[src/rtl/ahw_pkg.sv]
// ahw_pkg: types and constants shared by the hang watchdog files
// depends on nothing; imported by ahw_req_if, ahw_core and ap_hang_watchdog_top
package ahw_pkg;

   localparam int TICKS_PER_SEC_DEF = 1000;
   localparam int KIND_W            = 3;
   localparam int CMD_W             = 3;
   localparam int FIELD_W           = 16;
   // a timeout of up to 65535 s at up to 1000 ticks per second fits in 26 bits
   localparam int TICK_W            = 26;

   localparam logic [FIELD_W-1:0] FLAG_START_ON_RESUME = 16'h0001;
   localparam logic [FIELD_W-1:0] FLAG_STOP_ON_SUSPEND = 16'h0002;
   localparam logic [FIELD_W-1:0] FLAG_KNOWN_MASK =
      FLAG_START_ON_RESUME | FLAG_STOP_ON_SUSPEND;

   typedef enum logic [KIND_W-1:0] {
      KIND_TICK     = 3'd0,
      KIND_HOST_CMD = 3'd1,
      KIND_RESUME   = 3'd2,
      KIND_SUSPEND  = 3'd3,
      KIND_SHUTDOWN = 3'd4
   } kind_type;

   typedef enum logic [CMD_W-1:0] {
      CMD_RELOAD       = 3'd0,
      CMD_CANCEL       = 3'd1,
      CMD_SET_PARAMS   = 3'd2,
      CMD_GET_STATUS   = 3'd3,
      CMD_CLEAR_STATUS = 3'd4
   } cmd_type;

   typedef enum logic {
      RESULT_SUCCESS = 1'b0,
      RESULT_INVALID = 1'b1
   } result_type;

   typedef struct packed {
      logic [KIND_W-1:0]  kind;
      logic [CMD_W-1:0]   command;
      logic [FIELD_W-1:0] cmd_flags;
      logic [FIELD_W-1:0] cmd_timeout_sec;
      logic               last_reset_was_hang;
   } req_type;

   typedef struct packed {
      logic cmd_result;
      logic ap_boot_status;
      logic hang_reset;
      logic timer_running;
   } rsp_type;

endpackage

[src/rtl/ahw_if.sv]
// ahw_req_if and ahw_rsp_if: valid/ready channels of the hang watchdog
// depends on ahw_pkg for field widths
interface ahw_req_if
   import ahw_pkg::*;
();
   logic               valid;
   logic               ready;
   logic [KIND_W-1:0]  kind;
   logic [CMD_W-1:0]   command;
   logic [FIELD_W-1:0] cmd_flags;
   logic [FIELD_W-1:0] cmd_timeout_sec;
   logic               last_reset_was_hang;

   modport source (
      output valid, kind, command, cmd_flags, cmd_timeout_sec, last_reset_was_hang,
      input  ready
   );
   modport sink (
      input  valid, kind, command, cmd_flags, cmd_timeout_sec, last_reset_was_hang,
      output ready
   );
endinterface

interface ahw_rsp_if;
   logic valid;
   logic ready;
   logic cmd_result;
   logic ap_boot_status;
   logic hang_reset;
   logic timer_running;

   modport source (
      output valid, cmd_result, ap_boot_status, hang_reset, timer_running,
      input  ready
   );
   modport sink (
      input  valid, cmd_result, ap_boot_status, hang_reset, timer_running,
      output ready
   );
endinterface

[src/rtl/ahw_core.sv]
// ahw_core: watchdog state (countdown, parameters, boot mark) and per-request decode
// depends on ahw_pkg; instantiated by ap_hang_watchdog_top
module ahw_core
   import ahw_pkg::*;
#(
   parameter int TICKS_PER_SEC = TICKS_PER_SEC_DEF
) (
   input  logic    clock,
   input  logic    reset,
   input  logic    step_valid,
   input  req_type step_req,
   output rsp_type step_rsp
);

   logic [TICK_W-1:0] remaining_ff, remaining_in;
   logic [TICK_W-1:0] load_ff, load_in;
   logic              armed_ff, armed_in;
   logic              start_on_resume_ff, start_on_resume_in;
   logic              stop_on_suspend_ff, stop_on_suspend_in;
   logic              boot_mark_ff, boot_mark_in;
   logic [TICK_W-1:0] load_prod;
   logic              bad_args;

   // reload value is kept as ticks so arming is a plain copy
   assign load_prod = TICK_W'(step_req.cmd_timeout_sec) * TICK_W'(TICKS_PER_SEC);
   assign bad_args  = (step_req.cmd_flags != '0) || (step_req.cmd_timeout_sec != '0);

   always_comb begin
      remaining_in       = remaining_ff;
      load_in            = load_ff;
      armed_in           = armed_ff;
      start_on_resume_in = start_on_resume_ff;
      stop_on_suspend_in = stop_on_suspend_ff;
      boot_mark_in       = boot_mark_ff;
      step_rsp           = '0;

      case (step_req.kind)
         KIND_TICK: begin
            if (armed_ff) begin
               if (remaining_ff <= TICK_W'(1)) begin
                  remaining_in        = '0;
                  armed_in            = 1'b0;
                  boot_mark_in        = 1'b1;
                  step_rsp.hang_reset = 1'b1;
               end else begin
                  remaining_in = remaining_ff - TICK_W'(1);
               end
            end
         end
         KIND_HOST_CMD: begin
            if (step_req.command != CMD_SET_PARAMS && bad_args) begin
               step_rsp.cmd_result = RESULT_INVALID;
            end else begin
               case (step_req.command)
                  CMD_RELOAD: begin
                     remaining_in = load_ff;
                     armed_in     = 1'b1;
                  end
                  CMD_CANCEL: begin
                     remaining_in = '0;
                     armed_in     = 1'b0;
                  end
                  CMD_SET_PARAMS: begin
                     if ((step_req.cmd_flags & ~FLAG_KNOWN_MASK) != '0) begin
                        step_rsp.cmd_result = RESULT_INVALID;
                     end else begin
                        start_on_resume_in = (step_req.cmd_flags & FLAG_START_ON_RESUME) != '0;
                        stop_on_suspend_in = (step_req.cmd_flags & FLAG_STOP_ON_SUSPEND) != '0;
                        load_in            = load_prod;
                     end
                  end
                  CMD_GET_STATUS: begin
                     step_rsp.ap_boot_status = step_req.last_reset_was_hang & boot_mark_ff;
                  end
                  CMD_CLEAR_STATUS: begin
                     boot_mark_in = 1'b0;
                  end
                  default: begin
                     step_rsp.cmd_result = RESULT_INVALID;
                  end
               endcase
            end
         end
         KIND_RESUME: begin
            if (start_on_resume_ff) begin
               remaining_in = load_ff;
               armed_in     = 1'b1;
            end
         end
         KIND_SUSPEND: begin
            if (stop_on_suspend_ff) begin
               remaining_in = '0;
               armed_in     = 1'b0;
            end
         end
         KIND_SHUTDOWN: begin
            remaining_in       = '0;
            armed_in           = 1'b0;
            start_on_resume_in = 1'b0;
            stop_on_suspend_in = 1'b0;
            load_in            = '0;
         end
         default: begin
         end
      endcase

      step_rsp.timer_running = armed_in;
   end

   always_ff @(posedge clock) begin
      if (reset) begin
         remaining_ff       <= '0;
         load_ff            <= '0;
         armed_ff           <= 1'b0;
         start_on_resume_ff <= 1'b0;
         stop_on_suspend_ff <= 1'b0;
         boot_mark_ff       <= 1'b0;
      end else if (step_valid) begin
         remaining_ff       <= remaining_in;
         load_ff            <= load_in;
         armed_ff           <= armed_in;
         start_on_resume_ff <= start_on_resume_in;
         stop_on_suspend_ff <= stop_on_suspend_in;
         boot_mark_ff       <= boot_mark_in;
      end
   end

`ifndef ASSERT_OFF
   a_idle_count_zero: assert property (@(posedge clock) disable iff (reset)
      !armed_ff |-> remaining_ff == '0)
      else $error("countdown holds a count while disarmed");

   a_expiry_marks_boot: assert property (@(posedge clock) disable iff (reset)
      (step_valid && step_rsp.hang_reset) |=> (!armed_ff && boot_mark_ff))
      else $error("expiry did not disarm and set the boot mark");

   a_shutdown_clears: assert property (@(posedge clock) disable iff (reset)
      (step_valid && step_req.kind == KIND_SHUTDOWN)
      |=> (!armed_ff && load_ff == '0 && !start_on_resume_ff && !stop_on_suspend_ff))
      else $error("shutdown left parameters or countdown behind");

   a_hang_only_on_tick: assert property (@(posedge clock) disable iff (reset)
      step_rsp.hang_reset |-> (armed_ff && step_req.kind == KIND_TICK))
      else $error("hang reset raised outside an armed tick");
`endif

endmodule

[src/rtl/ap_hang_watchdog_top.sv]
// ap_hang_watchdog_top: host hang watchdog with request and response channels
// depends on ahw_pkg, ahw_req_if, ahw_rsp_if and ahw_core
//
// Takes one request (tick, host command, resume, suspend or shutdown) per clock and
// returns exactly one response per request, in the cycle after acceptance, from an
// output register; a new request is taken whenever that register is empty or being
// drained in the same cycle, so the sustained rate is one request per clock. The
// state update is a single pass of decode plus a 26-bit decrement; the reload value
// (timeout times TICKS_PER_SEC) is multiplied once when the parameters are set and
// kept as ticks. No clearing pass after reset: the block is ready once reset falls.
module ap_hang_watchdog_top
   import ahw_pkg::*;
#(
   parameter int TICKS_PER_SEC = TICKS_PER_SEC_DEF
) (
   input  logic      clock,
   input  logic      reset,
   ahw_req_if.sink   req,
   ahw_rsp_if.source rsp
);

   req_type step_req;
   rsp_type step_rsp;
   rsp_type rsp_data_ff;
   logic    rsp_valid_ff, rsp_valid_in;
   logic    req_accept;

   assign req.ready  = !rsp_valid_ff || rsp.ready;
   assign req_accept = req.valid && req.ready;

   assign step_req.kind                = req.kind;
   assign step_req.command             = req.command;
   assign step_req.cmd_flags           = req.cmd_flags;
   assign step_req.cmd_timeout_sec     = req.cmd_timeout_sec;
   assign step_req.last_reset_was_hang = req.last_reset_was_hang;

   ahw_core #(
      .TICKS_PER_SEC (TICKS_PER_SEC)
   ) u_core (
      .clock      (clock),
      .reset      (reset),
      .step_valid (req_accept),
      .step_req   (step_req),
      .step_rsp   (step_rsp)
   );

   assign rsp_valid_in = req_accept || (rsp_valid_ff && !rsp.ready);

   always_ff @(posedge clock) begin
      if (reset) begin
         rsp_valid_ff <= 1'b0;
      end else begin
         rsp_valid_ff <= rsp_valid_in;
      end
   end

   always_ff @(posedge clock) begin
      if (req_accept) begin
         rsp_data_ff <= step_rsp;
      end
   end

   assign rsp.valid          = rsp_valid_ff;
   assign rsp.cmd_result     = rsp_data_ff.cmd_result;
   assign rsp.ap_boot_status = rsp_data_ff.ap_boot_status;
   assign rsp.hang_reset     = rsp_data_ff.hang_reset;
   assign rsp.timer_running  = rsp_data_ff.timer_running;

`ifndef ASSERT_OFF
   a_no_overwrite: assert property (@(posedge clock) disable iff (reset)
      (rsp_valid_ff && !rsp.ready) |-> !req_accept)
      else $error("request accepted while a response is stalled");

   a_response_follows: assert property (@(posedge clock) disable iff (reset)
      req_accept |=> rsp_valid_ff)
      else $error("accepted request produced no response");

   a_response_matches: assert property (@(posedge clock) disable iff (reset)
      req_accept |=> rsp_data_ff == $past(step_rsp))
      else $error("response register does not hold the decoded result");
`endif

endmodule
[src/flat_wrapper.sv]
// flat-port wrapper written by rule: the top's interface ports become plain ports
module ap_hang_watchdog_top_flat import ahw_pkg::*;
#(
   parameter int TICKS_PER_SEC = TICKS_PER_SEC_DEF
)
  (clock, reset, req_valid, req_kind, req_command, req_cmd_flags, req_cmd_timeout_sec, req_last_reset_was_hang, req_ready, rsp_valid, rsp_cmd_result, rsp_ap_boot_status, rsp_hang_reset, rsp_timer_running, rsp_ready);
  ahw_req_if req_i ();
  ahw_rsp_if rsp_i ();
  input  logic clock;
  input  logic reset;
  input wire logic [$bits(req_i.valid)-1:0] req_valid;
  input wire logic [$bits(req_i.kind)-1:0] req_kind;
  input wire logic [$bits(req_i.command)-1:0] req_command;
  input wire logic [$bits(req_i.cmd_flags)-1:0] req_cmd_flags;
  input wire logic [$bits(req_i.cmd_timeout_sec)-1:0] req_cmd_timeout_sec;
  input wire logic [$bits(req_i.last_reset_was_hang)-1:0] req_last_reset_was_hang;
  output wire logic [$bits(req_i.ready)-1:0] req_ready;
  output wire logic [$bits(rsp_i.valid)-1:0] rsp_valid;
  output wire logic [$bits(rsp_i.cmd_result)-1:0] rsp_cmd_result;
  output wire logic [$bits(rsp_i.ap_boot_status)-1:0] rsp_ap_boot_status;
  output wire logic [$bits(rsp_i.hang_reset)-1:0] rsp_hang_reset;
  output wire logic [$bits(rsp_i.timer_running)-1:0] rsp_timer_running;
  input wire logic [$bits(rsp_i.ready)-1:0] rsp_ready;
  assign req_i.valid = req_valid;
  assign req_i.kind = req_kind;
  assign req_i.command = req_command;
  assign req_i.cmd_flags = req_cmd_flags;
  assign req_i.cmd_timeout_sec = req_cmd_timeout_sec;
  assign req_i.last_reset_was_hang = req_last_reset_was_hang;
  assign req_ready = req_i.ready;
  assign rsp_valid = rsp_i.valid;
  assign rsp_cmd_result = rsp_i.cmd_result;
  assign rsp_ap_boot_status = rsp_i.ap_boot_status;
  assign rsp_hang_reset = rsp_i.hang_reset;
  assign rsp_timer_running = rsp_i.timer_running;
  assign rsp_i.ready = rsp_ready;
  ap_hang_watchdog_top #(.TICKS_PER_SEC(TICKS_PER_SEC)) u_core (.clock(clock), .reset(reset), .req(req_i), .rsp(rsp_i));
endmodule
[config.mk]
export PLATFORM = sky130hd
export DESIGN_NAME = ap_hang_watchdog_top_flat
export DESIGN_NICKNAME = d
export VERILOG_FILES = /design/src/rtl/ahw_pkg.sv /design/src/rtl/ahw_if.sv /design/src/rtl/ahw_core.sv /design/src/rtl/ap_hang_watchdog_top.sv /design/src/flat_wrapper.sv
export SDC_FILE = /design/constraint.sdc
export NUM_CORES = 1
export LEC_CHECK = 0
export BUFFER_PORTS_ARGS = -buffer_cell sky130_fd_sc_hd__buf_2
export CORE_MARGIN = 5
export CORE_UTILIZATION = 60
export DETAILED_ROUTE_END_ITERATION = 10
export PLACE_DENSITY_LB_ADDON = 0.3
export SLEW_MARGIN = 0
export SYNTH_ARGS = -nofsm -noshare
export SYNTH_HDL_FRONTEND = slang
export SYNTH_SLANG_ARGS = --single-unit
[constraint.sdc]
create_clock -name clock -period 4.45 [get_ports clock]
set_input_delay 0.2225 -clock clock [delete_from_list [all_inputs] [get_ports clock]]
set_output_delay 0.2225 -clock clock [all_outputs]
set_load 0.01 [all_outputs]
==> metrics.md <==
| Metric | Value |
|---|---|
| Outcome | `completed` |
| Critical Setup Path Class | `input port to flop` |
| Dominant register cell in the synthesized netlist | `dfxtp_1` |
| Largest net degree at the start of global routing | `48` |
| HPWL after DPL | `10700 um` |
| Routed Antenna Nets | `0` |
| GPL Wtd Cong | `0.908` |
| Capture point of the worst reg-to-reg path | `u_core.u_core.remaining_ff[9]` |
| CTS tree | `done` |
| Post-Place Cells | `846` |
| P_leak | `2.81 nW` |
| CTS sink cnt | `58` |
| Commonest non-fill, non-tap cell in the layout | `inv_1` |
| Initial antenna violation count | `0` |
| CP endpoint kind | `flop` |
| Max Freq | `0.242 GHz` |
| Post-synth ARST share | `0%` |
| Clk_lat worst skew | `340 ps` |
| Vias in the first global route | `5139` |
| HP Start | `req_valid` |
| GR met3 Demand/Resource | `4.09%` |
| Clock Tree Root | `clkbuf_8` |
| Unrepaired setup endpoints after global routing | `false` |
| Sw power | `0.00178 W` |
| Switch share | `47.5%` |
| Hold path cells | `3` |
| Syn_nets | `840` |
| Mapped Avg Cell Area | `8.59 um^2` |
| EDFF count, synth | `4` |
| Distinct cells, synth | `68` |
| Post-Synth Simple-Gate Area | `15.6%` |
| Drt drc | `0` |
| # fillers | `810` |
| Row count | `36` |
| Worst Path Arrival | `4360 ps` |
| FF-to-FF path depth | `8` |
| Multiplexer share of the synthesized area | `0.171%` |
| Met2 Resource Use GR | `44.7%` |
| TritonRoute pass-1 iters | `6` |
| Measured slew at the worst slew-check pin | `1160 ps` |
| Die area | `11800 um^2` |
| Clk pwr share | `12.9%` |
| Crit Path Max Fanout | `5` |
| Hold EP | `u_core.rsp.valid` |
| Mapped Area | `5850 um^2` |
| Count of pins over their slew limit | `0` |
| Seq pwr share | `15.4%` |
| Power Dens Cells | `583 nW/um^2` |
| Most frequent cells in the layout | `inv_1, ha_1, nor2_1, a21oi_1` |
| Mean number of vias per cell | `5.84` |
| Die height | `109 um` |
| Final setup TNS | `0 ps` |
| Register area share after synthesis | `20.5%` |
| Core area | `9640 um^2` |
| Logic gate share of total power | `71.7%` |
| Compound-gate portion of the synthesized area | `21.1%` |
| Synth Register Bits | `58` |
| Part of the cycle the worst path needs | `92.9%` |
| Final hold slack | `141 ps` |
| Slew HR | `22.4%` |
| # port buffers | `48` |
| Met1 usage | `29.5%` |
| CTS resizes | `0` |
| Initial core utilization | `60.7%` |
| Synth Warn # | `0` |
| Reg clk slew, reported paths | `60 ps` |
| Die width | `109 um` |
| Gr usage total | `24.7%` |
| Xor/xnor share of the synthesized area | `2.69%` |
| Finished Layout Cells | `862` |
| Cells after synthesis | `681` |
| Max VDD drop | `0.366 mV` |
| Post-CTS Setup Bufs | `0` |
| Largest family of logic cells by synthesized area | `adder cells` |
| R2R Setup Slk | `1330 ps` |
| Adder-cell share of the synthesized area | `31.7%` |
| Boundary Pins | `49` |
| Grt ovf | `0` |
| Worst hold-check path type | `input port to flop` |
| Critical Path RT | `4670 ps` |
| Violation count after the first detailed-route iteration | `372` |
| Layout net count | `883` |
| Clock Tree Buf Depth | `2` |
| Avg WL per Cell | `15.7 um` |
| Final Hold Fails | `0` |
| Maxcap violations | `0` |
| R2r startpoint | `u_core.u_core.remaining_ff[13]` |
| Htree depth | `3` |
| Post-cts hold buffer count | `0` |
| Post-layout min period | `4140 ps` |
| Drt total wl | `13600 um` |
| GRT busiest layer | `met2` |
| Core Util, Final | `66.5%` |
| Worst setup SP type | `input port` |
| Vias | `5036` |
| # diodes | `0` |
| Final setup viols | `0` |
| Cts bufs inserted | `9` |
| Skew final | `10.0 ps` |
| Fraction of layout cells with a size suffix above 1 | `12.1%` |
| Syn-to-layout area delta | `9.62%` |
| First-pass GRT wire length | `23500 um` |
| P_int | `0.00196 W` |
[metal layers]
layer  wire length, um  vias to the layer above  share of wire, %
met4               380                        0               2.8
met1              5570                     2386                41
met3               800                       29               5.9
met5                 0                        -                 0
li1                  -                     2452                 -
met2              6830                      169                50
[how the worst max path moves through the flow]
stage                      startpoint  slack (ps)  cells past startpoint                   endpoint
5_1_grt        req_cmd_timeout_sec[7]          70                     15  u_core.u_core.load_ff[24]
3_3_place_gp   req_cmd_timeout_sec[4]         130                     16  u_core.u_core.load_ff[25]
2_1_floorplan  req_cmd_timeout_sec[4]         330                     14  u_core.u_core.load_ff[21]
4_1_cts        req_cmd_timeout_sec[7]         310                     15  u_core.u_core.load_ff[24]
3_5_place_dp   req_cmd_timeout_sec[7]         -60                     15  u_core.u_core.load_ff[24]
6_report       req_cmd_timeout_sec[8]         310                     15  u_core.u_core.load_ff[24]
[state kept, by name, indices dropped and copies added, names as in the netlist]
register	count
u_core.u_core.remaining_ff	26
u_core.u_core.load_ff	23
u_core.rsp.ap_boot_status	1
u_core.rsp.cmd_result	1
u_core.rsp.hang_reset	1
u_core.rsp.timer_running	1
u_core.rsp.valid	1
u_core.u_core.armed_ff	1
u_core.u_core.boot_mark_ff	1
u_core.u_core.start_on_resume_ff	1
u_core.u_core.stop_on_suspend_ff	1
[Yosys cell counts (all sizes together), types with 4 or more instances]
master	n	area (um^2)
a22o	7	61.3
a211oi	5	37.5
a21oi	57	285
nand3	6	30.0
edfxtp	4	120
a22oi	17	133
nor4	12	81.3
o31ai	4	43.8
ha	62	776
nor2b	5	31.3
nand2	38	143
xnor2	10	87.6
inv	93	349
a21o	10	75.1
buf	9	62.6
o21ai	42	214
o21a	4	30.0
nand2b	9	56.3
a32o	13	130
nor3	27	146
xor2	8	70.1
nor2	61	231
clkbuf	19	71.3
nand4	9	62.6
dfxtp	54	1080
fa	54	1080
[cell families after synthesis]
family / count (synthesis)
adders and majority gates: 116
AOI/OAI and AO/OA: 183
muxes: 1
DFF: 58
buffers and inverters: 121
xor gates and xnor gates: 18
and+or+nand+nor: 184
[per-stage QoR]
stage	cell area, um^2	power [W]	setup slack, ps
after floorplan	5850	0.00267	334
after global placement	6210	0.00317	133
after detailed placement	6210	0.00324	-61.6
after CTS	6410	0.00373	314
after global routing	6410	0.00411	65.5
final	6410	0.00374	314
[power groups by stage]
stage               Sequential, W  Combinational, W  Clock [W]
floorplan                0.000582           0.00209          0
global placement         0.000585           0.00258          0
detailed placement       0.000586           0.00265          0
CTS                      0.000574           0.00267   0.000492
global route             0.000578           0.00302   0.000516
finish                   0.000575           0.00268   0.000482
[cell type report]
cell class	count	area (um^2)	area share [%]
inverter	93	349	5.44
clock inverter	3	20.0	0.312
multi-input combinational	502	4170	65.0
tap	133	166	2.59
sequential	58	1200	18.7
clock buffer	13	180	2.81
timing repair buffer	60	330	5.15
[critical path: stages]
cell      delay (ps)
buf_2            120
inv_1            240
fa_1             500
fa_1             490
fa_1             510
fa_1             530
inv_1             50
ha_1             350
and3_1           190
nand3_1          100
a211oi_1         370
o22ai_1          210
o21ai_0          230
xnor2_1          150
o21ai_0           90
No activity file was read; power rests on OpenSTA's default activity.
